$ cat config.mk
export PLATFORM = sky130hd
export DESIGN_NAME = led_blink_pattern_controller_core
export DESIGN_NICKNAME = d
export VERILOG_FILES = /design/src/rtl/lbpc_pkg.sv /design/src/rtl/lbpc_table.sv /design/src/rtl/lbpc_engine.sv /design/src/rtl/led_blink_pattern_controller_core.sv
export SDC_FILE = /design/constraint.sdc
export NUM_CORES = 1
export LEC_CHECK = 0
export BUFFER_PORTS_ARGS = -buffer_cell sky130_fd_sc_hd__buf_2
export CAP_MARGIN = 10
export CORE_ASPECT_RATIO = 0.9
export CORE_MARGIN = 5
export CORE_UTILIZATION = 50
export DETAILED_ROUTE_END_ITERATION = 10
export HOLD_SLACK_MARGIN = 0.12
export PLACE_DENSITY = 0.67
export SYNTH_ARGS = -nofsm -noshare
export SYNTH_HDL_FRONTEND = slang
export SYNTH_SLANG_ARGS = --single-unit
$ cat constraint.sdc
create_clock -name i_clk -period 6.24 [get_ports i_clk]
set_clock_uncertainty 0.2 [all_clocks]
set_input_delay 0.624 -clock i_clk [delete_from_list [all_inputs] [get_ports i_clk]]
set_output_delay 0.624 -clock i_clk [all_outputs]
set_load 0.02 [all_outputs]
$ cat src/rtl/lbpc_pkg.sv
// shared types and constants for the led blink pattern controller
`default_nettype none

package lbpc_pkg;

    // slave-side transfer layout
    localparam int ACTION_W   = 3;
    localparam int TIME_W     = 32;
    localparam int COUNT_W    = 15;
    localparam int EDGES_W    = 16;
    localparam int INDEX_W    = 4;
    localparam int S_TDATA_W  = 152;
    localparam int M_TDATA_W  = 8;

    typedef enum logic [ACTION_W-1:0] {
        ACT_TICK          = 3'd0,
        ACT_BLINK_COUNTED = 3'd1,
        ACT_BLINK_FOREVER = 3'd2,
        ACT_STOP          = 3'd3,
        ACT_LOAD_STEP     = 3'd4,
        ACT_START_PATTERN = 3'd5
    } t_action;

    typedef struct packed {
        logic [ACTION_W-1:0] action;
        logic [TIME_W-1:0]   time_now;
        logic [COUNT_W-1:0]  blink_count;
        logic [TIME_W-1:0]   on_time;
        logic [TIME_W-1:0]   off_time;
        logic [INDEX_W-1:0]  step_index;
        logic                step_level;
        logic [TIME_W-1:0]   step_hold;
    } t_item;

    typedef struct packed {
        logic pattern_running;
        logic blink_running;
        logic accepted;
        logic led_level;
    } t_result;

    typedef struct packed {
        logic              en;
        logic              level;
        logic [TIME_W-1:0] hold;
    } t_tbl_wr;

endpackage

`default_nettype wire

$ cat src/rtl/lbpc_table.sv
// pattern step storage: one write port, one registered read port
`default_nettype none

module lbpc_table
    import lbpc_pkg::*;
#(
    parameter int PATTERN_DEPTH = 16,
    parameter int AW            = 4
) (
    input  wire logic              i_clk,
    input  wire t_tbl_wr           i_wr,
    input  wire logic [AW-1:0]     i_wr_addr,
    input  wire logic [AW-1:0]     i_rd_addr,
    output logic                   o_rd_level,
    output logic [TIME_W-1:0]      o_rd_hold
);

    logic [TIME_W:0] r_mem [PATTERN_DEPTH];
    logic [TIME_W:0] r_rd_data;

    always_ff @(posedge i_clk) begin
        if (i_wr.en) begin
            r_mem[i_wr_addr] <= {i_wr.level, i_wr.hold};
        end
    end

    always_ff @(posedge i_clk) begin
        r_rd_data <= r_mem[i_rd_addr];
    end

    assign o_rd_level = r_rd_data[TIME_W];
    assign o_rd_hold  = r_rd_data[TIME_W-1:0];

endmodule

`default_nettype wire

$ cat src/rtl/lbpc_engine.sv
// command decode, blink and pattern state, and per-item result
`default_nettype none

module lbpc_engine
    import lbpc_pkg::*;
#(
    parameter int PATTERN_DEPTH = 16,
    parameter int AW            = 4,
    parameter int LW            = 5
) (
    input  wire logic              i_clk,
    input  wire logic              i_rst_n,
    input  wire logic              i_fire,
    input  wire t_item             i_item,
    input  wire logic              i_rd_level,
    input  wire logic [TIME_W-1:0] i_rd_hold,
    output t_result                o_result,
    output t_tbl_wr                o_wr,
    output logic [AW-1:0]          o_wr_addr,
    output logic [AW-1:0]          o_rd_addr
);

    localparam int CW = (AW > INDEX_W) ? AW : INDEX_W;

    logic               r_led,       n_led;
    logic               r_active,    n_active;
    logic               r_forever,   n_forever;
    logic               r_phase_lit, n_phase_lit;
    logic [EDGES_W-1:0] r_edges,     n_edges;
    logic [TIME_W-1:0]  r_bdl,       n_bdl;
    logic [TIME_W-1:0]  r_lit,       n_lit;
    logic [TIME_W-1:0]  r_dark,      n_dark;
    logic [LW-1:0]      r_plen,      n_plen;
    logic [LW-1:0]      r_pos,       n_pos;
    logic [TIME_W-1:0]  r_pdl,       n_pdl;

    logic               ok;
    logic [LW-1:0]      pos_inc;
    logic [EDGES_W-1:0] edges_dec;
    logic [CW-1:0]      idx_ext;
    logic               idx_bad;
    logic               len_bad;

    // deadline reached when (now - target) is non-negative as signed
    function automatic logic reached(input logic [TIME_W-1:0] now,
                                     input logic [TIME_W-1:0] target);
        logic [TIME_W-1:0] diff;
        diff = now - target;
        return !diff[TIME_W-1];
    endfunction

    assign pos_inc   = r_pos + LW'(1);
    assign edges_dec = r_edges - EDGES_W'(1);
    assign idx_ext   = CW'(i_item.step_index);
    assign idx_bad   = 32'(i_item.step_index) >= 32'(PATTERN_DEPTH);
    assign len_bad   = (i_item.blink_count == '0)
                    || (32'(i_item.blink_count) > 32'(PATTERN_DEPTH));

    always_comb begin
        n_led       = r_led;
        n_active    = r_active;
        n_forever   = r_forever;
        n_phase_lit = r_phase_lit;
        n_edges     = r_edges;
        n_bdl       = r_bdl;
        n_lit       = r_lit;
        n_dark      = r_dark;
        n_plen      = r_plen;
        n_pos       = r_pos;
        n_pdl       = r_pdl;
        ok          = 1'b1;
        o_wr.en     = 1'b0;
        o_wr.level  = i_item.step_level;
        o_wr.hold   = i_item.step_hold;

        unique case (i_item.action)
            ACT_TICK: begin
                if (r_plen != '0) begin
                    if (reached(i_item.time_now, r_pdl)) begin
                        n_led = i_rd_level;
                        n_pos = pos_inc;
                        if (pos_inc >= r_plen) begin
                            n_plen = '0;
                        end else begin
                            n_pdl = i_item.time_now + i_rd_hold;
                        end
                    end
                end else if (r_active && reached(i_item.time_now, r_bdl)) begin
                    if (r_phase_lit) begin
                        n_led       = 1'b0;
                        n_phase_lit = 1'b0;
                        if (!r_forever) begin
                            n_edges = edges_dec;
                        end
                        if (!r_forever && edges_dec == '0) begin
                            n_active = 1'b0;
                        end else begin
                            n_bdl = i_item.time_now + r_dark;
                        end
                    end else begin
                        n_led       = 1'b1;
                        n_phase_lit = 1'b1;
                        if (!r_forever) begin
                            n_edges = edges_dec;
                        end
                        n_bdl = i_item.time_now + r_lit;
                    end
                end
            end
            ACT_BLINK_COUNTED, ACT_BLINK_FOREVER: begin
                if (i_item.action == ACT_BLINK_COUNTED && i_item.blink_count == '0) begin
                    n_plen   = '0;
                    n_active = 1'b0;
                    n_led    = 1'b0;
                end else begin
                    n_plen      = '0;
                    n_active    = 1'b1;
                    n_forever   = (i_item.action == ACT_BLINK_FOREVER);
                    n_phase_lit = 1'b1;
                    n_edges     = (i_item.action == ACT_BLINK_FOREVER) ? '0
                                : {i_item.blink_count, 1'b0} - EDGES_W'(1);
                    n_bdl       = i_item.time_now + i_item.on_time;
                    n_lit       = i_item.on_time;
                    n_dark      = i_item.off_time;
                    n_led       = 1'b1;
                end
            end
            ACT_STOP: begin
                n_plen      = '0;
                n_active    = 1'b0;
                n_forever   = 1'b0;
                n_phase_lit = 1'b0;
                n_edges     = '0;
                n_bdl       = '0;
                n_lit       = '0;
                n_dark      = '0;
                n_led       = 1'b0;
            end
            ACT_LOAD_STEP: begin
                if (r_plen != '0 || idx_bad) begin
                    ok = 1'b0;
                end else begin
                    o_wr.en = 1'b1;
                end
            end
            ACT_START_PATTERN: begin
                if (len_bad) begin
                    ok = 1'b0;
                end else begin
                    n_active    = 1'b0;
                    n_forever   = 1'b0;
                    n_phase_lit = 1'b0;
                    n_edges     = '0;
                    n_bdl       = '0;
                    n_lit       = '0;
                    n_dark      = '0;
                    n_plen      = LW'(i_item.blink_count);
                    n_pos       = '0;
                    n_pdl       = i_item.time_now;
                end
            end
            default: begin
                ok = 1'b0;
            end
        endcase

        if (!i_fire) begin
            o_wr.en = 1'b0;
        end
    end

    assign o_result.led_level       = n_led;
    assign o_result.accepted        = ok;
    assign o_result.blink_running   = n_active;
    assign o_result.pattern_running = (n_plen != '0);

    assign o_wr_addr = idx_ext[AW-1:0];

    // prefetch the step the next tick will apply; hold address while stalled
    always_comb begin
        logic [LW-1:0] nxt;
        nxt = i_fire ? n_pos : r_pos;
        o_rd_addr = (nxt < LW'(PATTERN_DEPTH)) ? nxt[AW-1:0] : '0;
    end

    always_ff @(posedge i_clk) begin
        if (!i_rst_n) begin
            r_led       <= 1'b0;
            r_active    <= 1'b0;
            r_forever   <= 1'b0;
            r_phase_lit <= 1'b0;
            r_edges     <= '0;
            r_bdl       <= '0;
            r_lit       <= '0;
            r_dark      <= '0;
            r_plen      <= '0;
            r_pos       <= '0;
            r_pdl       <= '0;
        end else if (i_fire) begin
            r_led       <= n_led;
            r_active    <= n_active;
            r_forever   <= n_forever;
            r_phase_lit <= n_phase_lit;
            r_edges     <= n_edges;
            r_bdl       <= n_bdl;
            r_lit       <= n_lit;
            r_dark      <= n_dark;
            r_plen      <= n_plen;
            r_pos       <= n_pos;
            r_pdl       <= n_pdl;
        end
    end

    a_len_in_range: assert property (@(posedge i_clk) disable iff (!i_rst_n)
        r_plen <= LW'(PATTERN_DEPTH))
        else $error("pattern length beyond table depth");

    a_pos_below_len: assert property (@(posedge i_clk) disable iff (!i_rst_n)
        (r_plen != '0) |-> (r_pos < r_plen))
        else $error("pattern position past length while playing");

    a_modes_exclusive: assert property (@(posedge i_clk) disable iff (!i_rst_n)
        !(r_active && (r_plen != '0)))
        else $error("blink and pattern both running");

    a_no_load_while_playing: assert property (@(posedge i_clk) disable iff (!i_rst_n)
        o_wr.en |-> (r_plen == '0))
        else $error("table write during playback");

endmodule

`default_nettype wire

$ cat src/rtl/led_blink_pattern_controller_core.sv
// top level of the led blink pattern controller
`default_nettype none

// Drives one LED from timed commands, each carrying the current millisecond
// time. One command transfer is taken every clock cycle at full rate while
// the status side keeps draining: the command is held in an input register,
// its whole effect is worked out by adds and compares against the stored
// state, and the status is caught in an output register, from which it is
// taken. The pattern table is a memory with one write port and one
// registered read port, and the read is prefetched at the step the next
// tick will play, which is what lets a tick complete without waiting on a
// table read. The output register parts the two sides: one more command is
// still taken into the input register while a status waits, and only then
// does the input stall. Ticks apply at most one due transition; pattern
// playback wins over blinking, and loads while playing or with a bad index
// are refused.
module led_blink_pattern_controller_core
    import lbpc_pkg::*;
#(
    parameter int PATTERN_DEPTH = 16
) (
    input  wire logic                 i_clk,
    input  wire logic                 i_rst_n,
    input  wire logic                 i_s_axis_tvalid,
    output logic                      o_s_axis_tready,
    // time_now[31:0], blink_count[46:32], on_time[78:47], off_time[110:79],
    // step_index[114:111], step_level[115], step_hold[147:116], zero pad
    input  wire logic [S_TDATA_W-1:0] i_s_axis_tdata,
    // action[2:0]
    input  wire logic [ACTION_W-1:0]  i_s_axis_tuser,
    output logic                      o_m_axis_tvalid,
    input  wire logic                 i_m_axis_tready,
    // led_level[0], accepted[1], blink_running[2], pattern_running[3], zero pad
    output logic [M_TDATA_W-1:0]      o_m_axis_tdata
);

    localparam int AW = (PATTERN_DEPTH > 1) ? $clog2(PATTERN_DEPTH) : 1;
    localparam int LW = $clog2(PATTERN_DEPTH + 1);

    logic              r_in_valid;
    t_item             r_item;
    logic              r_out_valid;
    t_result           r_result;

    logic              fire;
    t_result           result;
    t_tbl_wr           tbl_wr;
    logic [AW-1:0]     wr_addr;
    logic [AW-1:0]     rd_addr;
    logic              rd_level;
    logic [TIME_W-1:0] rd_hold;

    // a command is worked off when the result slot is free or being drained
    assign fire            = r_in_valid && (!r_out_valid || i_m_axis_tready);
    assign o_s_axis_tready = !r_in_valid || fire;

    // input register
    always_ff @(posedge i_clk) begin
        if (!i_rst_n) begin
            r_in_valid <= 1'b0;
        end else if (o_s_axis_tready) begin
            r_in_valid <= i_s_axis_tvalid;
        end
    end

    always_ff @(posedge i_clk) begin
        if (o_s_axis_tready) begin
            r_item.action      <= i_s_axis_tuser;
            r_item.time_now    <= i_s_axis_tdata[31:0];
            r_item.blink_count <= i_s_axis_tdata[46:32];
            r_item.on_time     <= i_s_axis_tdata[78:47];
            r_item.off_time    <= i_s_axis_tdata[110:79];
            r_item.step_index  <= i_s_axis_tdata[114:111];
            r_item.step_level  <= i_s_axis_tdata[115];
            r_item.step_hold   <= i_s_axis_tdata[147:116];
        end
    end

    lbpc_engine #(
        .PATTERN_DEPTH (PATTERN_DEPTH),
        .AW            (AW),
        .LW            (LW)
    ) u_engine (
        .i_clk      (i_clk),
        .i_rst_n    (i_rst_n),
        .i_fire     (fire),
        .i_item     (r_item),
        .i_rd_level (rd_level),
        .i_rd_hold  (rd_hold),
        .o_result   (result),
        .o_wr       (tbl_wr),
        .o_wr_addr  (wr_addr),
        .o_rd_addr  (rd_addr)
    );

    lbpc_table #(
        .PATTERN_DEPTH (PATTERN_DEPTH),
        .AW            (AW)
    ) u_table (
        .i_clk      (i_clk),
        .i_wr       (tbl_wr),
        .i_wr_addr  (wr_addr),
        .i_rd_addr  (rd_addr),
        .o_rd_level (rd_level),
        .o_rd_hold  (rd_hold)
    );

    // output register
    always_ff @(posedge i_clk) begin
        if (!i_rst_n) begin
            r_out_valid <= 1'b0;
        end else if (fire) begin
            r_out_valid <= 1'b1;
        end else if (i_m_axis_tready) begin
            r_out_valid <= 1'b0;
        end
    end

    always_ff @(posedge i_clk) begin
        if (fire) begin
            r_result <= result;
        end
    end

    assign o_m_axis_tvalid = r_out_valid;
    assign o_m_axis_tdata  = {4'b0000, r_result.pattern_running, r_result.blink_running,
                              r_result.accepted, r_result.led_level};

endmodule

`default_nettype wire
; ---- Word-level counts from Yosys, hierarchy flattened
; Memory sizes are Yosys's and may differ from the RTL's. A register that Yosys moved wholly into a read port is not among the register bits.
; Index checks and enable logic that the tools add are counted.
[classes]
bitwise_logic = 0
div = 0
n_eq_ne = 14
mul = 0
mux = 62
n_lt_le_gt_ge = 3
shift = 0
n_reduce_logical = 28
n_addsub = 9
[op_table]
columns = cell, n
row1 = $mux 32, 12
row2 = $pmux 32 s3, 2
row3 = $add 32x32->32, 4
row4 = $pmux 32 s4, 1
row5 = $mux 16, 6
row6 = $pmux 16 s4, 1
row7 = $pmux 32 s2, 1
row8 = $sub 32x32->32, 2
row9 = $mux 5, 8
row10 = $sub 16x1->16 const B, 2
row11 = $mux 1, 23
row12 = $logic_not 16->1, 1
row13 = $gt 15x5->1 const B, 1
row14 = $logic_not 15->1, 1
row15 = $pmux 5 s3, 1
row16 = $reduce_and 7->1, 2
row17 = $ne 2x2->1 const B, 6
row18 = $reduce_and 6->1, 2
row19 = $pmux 5 s2, 1
row20 = $reduce_bool 5->1, 2
row21 = $pmux 1 s3, 3
row22 = $pmux 1 s4, 2
row23 = $eq 3x2->1 const B, 2
row24 = $eq 3x3->1 const B, 2
row25 = 18 further kinds, 28
[totals]
regBits = 315
ram_bits = 528
input_bits = 159
n_memories = 1
mem_bits_ro = 0
wordCells = 142
latchBits = 0
[memory_table]
columns = name, words, width, read_ports, rd_ports_with_merged_regs, write_ports, line
row1 = u_table.r_mem, 16, 33, 1, 1, 1, lbpc_table.sv:18  ; logic [TIME_W:0] r_mem [PATTERN_DEPTH];

; ---- Logic depth before layout (Yosys ltp)
[logic_depth]
ltp_word = 8
depth_mapped = 19
ltp_nobuf = 17

; ---- Hierarchy
; From an unflattened synthesis, not the netlist that was laid out.
[unflattened]
hier_cells = 2771
hier_area_um2 = 38315.5
[by_module_without_submodules]
columns = mod, seq_area_each_um2, instances, cells_per_inst, area_each_um2
row1 = lbpc_table, 16515.8, 1, 864, 20631.0
row2 = lbpc_engine, 3163.0, 1, 1739, 12914.9
row3 = led_blink_pattern_controller_core, 4694.5, 1, 168, 4769.6

; ---- Worst setup path after synthesis
; OpenSTA, ideal clock, no wires.
[synth_path]
path_kind = input -> register
from = in i_m_axis_tready
to = reg r_item[0] in the netlist's numbering, enable pin
t_arrival_ps = 3400
slack_ps = 1328
cell_stages = 2
cell_sequence = nor2b_1 -> nand2_1
[synth_via]
elab_chain_len = 3
[synth_rtl]
columns = element, line
row1 = "start, declared", led_blink_pattern_controller_core.sv:32  ; input wire logic i_m_axis_tready,
row2 = $logic_or 1x1->1, led_blink_pattern_controller_core.sv:54  ; assign fire = r_in_valid && (!r_out_valid || i_m_axis_tready);
row3 = $logic_and 1x1->1, led_blink_pattern_controller_core.sv:54
row4 = $logic_or 1x1->1, led_blink_pattern_controller_core.sv:55  ; assign o_s_axis_tready = !r_in_valid || fire;
row5 = named net o_s_axis_tready, led_blink_pattern_controller_core.sv:25  ; output logic o_s_axis_tready,
row6 = "end, declared", led_blink_pattern_controller_core.sv:41  ; t_item r_item;
; The timed path passes the listed nets, and every way through them passes these cells.
; A chain may end at the register's enable or synchronous reset.

; ---- Worst setup path in the final report
[layout_path]
from = reg r_item[149] in the netlist's numbering
to = reg u_engine.r_bdl[31]
[layout_via]
elab_chain_len = 4
word_cells_on_any_way = 15
classes_between = eq/ne (9) / mux (1) / reduce/logical (5)
[layout_rtl]
columns = element, line
row1 = $eq 3x2->1 or $eq 3x1->1 (tied branches), "lbpc_engine.sv:76, lbpc_engine.sv:111"
row2 = $reduce_or 2->1 or $logic_and 1x1->1 (tied branches), "lbpc_engine.sv:76, lbpc_engine.sv:111"
row3 = $ne 2x2->1 (no source line) or $reduce_bool 4->1 (tied branches), n/a
row4 = $reduce_and 7->1 (no source line), n/a
row5 = "end signal, assigned", lbpc_engine.sv:205  ; r_bdl <= n_bdl;
row6 = "end, declared", lbpc_engine.sv:30  ; logic [TIME_W-1:0] r_bdl, n_bdl;
; Several ways; a longest one is shown, not always the timed one.

==> impl_metrics.py <==
metrics = {
    "global_route": {
        "grt-busiest-layer": "met2",
        "antenna_found_initial": 2,
        "grtUsageMet2_pct": 42.0,
        "grt.total_usage_pct": 25.0,
        "met1_usage_pct": 33.2,
        "grt_pass1_vias": 28900,
        "met3_usage_pct": 3.63,
        "overflow": 0,
        "grt_pass1_wl_um": 167000,
        "grt_max_degree": 133,
    },
    "layout": {
        "final_common_cell": "edfxtp_1",
        "fill_cells": 6085,
        "drive_above_1_share_pct": 11.4,
        "multi_input_area_um2": 14000,
        "fin_nets": 3795,
        "syn_to_final_growth_pct": 16.4,
        "final_cell_mix": "683 x edfxtp_1, 220 x nand2_1, 214 x a21oi_1",
        "final-seq-area_um2": 24400,
    },
    "worst_setup_path": {
        "crit_type": "flop to flop",
        "worst_setup_path_end_kind": "flop",
        "critPathMaxFanout": 49,
        "arrival_ns": 5.83,
        "critPathRequiredTime_ns": 6.60,
        "reg2reg_slack_ns": 0.77,
        "start_kind": "flop",
    },
    "placement": {
        "portBuffers": 160,
        "place_ws_ns": 0.854,
        "dp_hpwl_um": 65200,
        "gp_congestion": 0.892,
    },
    "logic_synthesis": {
        "postSynthAreaPerCell_um2": 12.1,
        "seq_area_frac_synth_pct": 61.7,
        "ys_ff_latch": 876,
        "ys_types": 80,
        "synthesis.area_um2": 39500,
        "async_flop_share_pct": 0,
        "synth_edf_count": 683,
        "syn_inst": 3265,
        "ys.flop_type": "edfxtp_1",
        "ys_warn_count": 0,
    },
    "power": {
        "ir_worst_vdd_uv": 269,
        "p_leak_nw": 15.6,
        "power.density_nw_per_um2": 275,
    },
    "floorplanning": {
        "die_x_um": 306,
        "fp.coreArea_um2": 78000,
        "ios": 169,
        "die_y_um": 277,
        "initial_utilization_pct": 50.6,
        "fp.dieArea_um2": 84700,
        "rows": 97,
    },
    "timing": {
        "fin_crit_sh_pct": 87.7,
        "timing.slew.headroom_pct": 17.5,
        "layout_setup_ws_ns": 0.770,
        "rsz0062_at_grt": "false",
        "finalSetupTns_ns": 0,
        "hold_violations": 0,
        "layout_min_cycle_time_ns": 5.47,
        "slew_viol_final": 0,
        "setup_viol": 0,
        "clock.fmax_mhz": 183,
        "tightest_slew_ns": 1.24,
        "whs_ns": 0.246,
    },
    "clocking": {
        "clock_path_buffers": 3,
        "cts_inserted_buffers": 91,
        "clkTransAtPathRegs_ns": 0.07,
        "cts_tree": "yes",
        "cts-root-buf": "clkbuf_16",
        "cts_htree_levels": 3,
        "clk_latency_ns": 0.67,
        "post-cts-setup-buffers": 0,
        "cts.sinks": 876,
    },
    "detailed_routing": {
        "drt-total-wl_um": 111000,
        "postRouteAntennaNets": 0,
        "wl_per_cell_um": 24.0,
        "first_iter_violations": 2714,
        "dr.pass1.iters": 5,
        "viasPerCell": 6.31,
        "vias": 29200,
        "drc": 0,
    },
    "job": {
        "drv_cap": 0,
    },
    "run_status": {
        "outcome": "finished clean",
    },
    "min_path": {
        "hold_class": "input pin to flop",
    },
}
## per-layer routing
metal / up-vias / share of wire (%)
met5: - / 0.021
met4: 4 / 3.5
met3: 266 / 6.4
met2: 1173 / 49
met1: 14400 / 41
li1: 13300 / -
## cell type report
cell class	instances	share of cell area, %
antenna	1	0.00544
clock buffer	129	5.60
clock inverter	40	0.787
inverter	96	0.790
multi-input combinational	2061	30.5
sequential	876	53.0
tap	1039	2.83
timing repair buffer	377	6.40
## metrics by stage
stage,instance area [um^2],power (W),std cells,util (%)
floorplan,39500,0.00706,3268,-
global placement,41500,0.00729,4295,53.1
detailed placement,41500,0.00731,4295,53.1
CTS,45900,0.0127,4617,58.9
global route,46000,0.0130,4618,58.9
finish,46000,0.0126,4619,58.9
## where the power goes
part / internal (W) / switching (W) / leakage, nW
logic: 0.000333 / 0.000425 / 6.23
clock network: 0.00309 / 0.00225 / 1.43
registers: 0.00638 / 0.000137 / 7.95
total: 0.00981 / 0.00281 / 15.6
## synthesized netlist by cell type, drive strengths merged (5+ instances only)
cell       n  area share, %
o32ai      5           0.11
dfxtp    193            9.8
edfxtp   683             52
clkbuf   189            1.8
a31oi     19           0.30
a2111oi  137            3.0
buf       46           0.59
inv       96           0.91
nor2b     17           0.27
nor3      39           0.49
ha       131            4.2
or3       13           0.21
and3     177            2.8
and2       6           0.10
a211o      6           0.13
o21a      17           0.32
a211oi    22           0.42
or4        6           0.12
a21o      41           0.78
o211ai   139            2.7
nand4     25           0.40
nand3    173            2.2
xor2      26           0.58
or2        5          0.079
nand3b     5          0.095
o22ai     11           0.17
mux2i     65            1.6
nor4      15           0.33
o41ai     37           0.82
nand2    224            2.1
o21bai     9           0.17
nor2     131            1.3
a21oi    216            2.7
xnor2     44           0.98
o311a     34           0.86
o2111ai   35           0.78
a311oi    15           0.33
nand2b    17           0.27
o31ai     10           0.20
a22oi      8           0.15
o21ai    129            1.6
## sequential cells by signal, indices dropped and copies added, names as in the netlist
name,cells
o_m_axis_tdata,4
u_engine.r_dark,32
u_engine.r_pdl,32
u_engine.r_plen,5
u_table.r_mem,528
r_item,151
u_engine.r_phase_lit,1
u_engine.r_pos,5
u_engine.r_edges,16
u_engine.r_bdl,32
o_m_axis_tvalid,1
r_in_valid,1
u_engine.r_lit,32
u_engine.r_led,1
u_engine.r_forever,1
u_engine.r_active,1
u_table.r_rd_data,33
## cell families (layout without fill, tap and decap cells)
family / Yosys count / count (layout) / synth area share (%)
AO/OA/AOI/OAI: 923 / 923 / 16.4
XOR/XNOR: 70 / 70 / 1.55
adder cells (fa/ha/maj): 133 / 133 / 4.25
buffers and inverters: 331 / 642 / 3.30
flip-flops: 876 / 876 / 61.7
multiplexers: 65 / 65 / 1.65
other: 1 / 5 / 0.00950
AND/OR/NAND/NOR: 866 / 866 / 11.1
## timing repair
action / 4_1_cts / 5_1_grt
endpoints found under the setup margin: 0 / 0
endpoints found under the hold margin: 153 / 0
resized for setup: 0 / 0
hold buffers: 153 / 0
## worst paths after layout
path | to | depth (start not counted) | start
setup / recovery | u_engine.r_bdl[31] | 16 | r_item[149]
hold / removal | u_engine.r_pdl[31] | 3 | i_rst_n
setup reg to reg | u_engine.r_bdl[31] | 16 | r_item[149]
hold reg to reg | u_engine.r_bdl[2] | 2 | u_engine.r_bdl[2]
## worst max-delay path: stages (launching register included)
cell,delay [ns]
edfxtp_1,0.56
nand2b_1,0.34
a21oi_4,0.51
buf_4,0.50
nand2_1,0.10
o21ai_0,0.16
ha_1,0.33
a21oi_1,0.25
o21ai_0,0.17
a2111oi_0,0.54
buf_4,0.22
o31ai_1,0.15
nand2_1,0.12
o221ai_1,0.26
o41ai_1,0.53
xnor2_1,0.18
o41ai_1,0.24
Note: power is estimated with default switching activity, not from simulation.
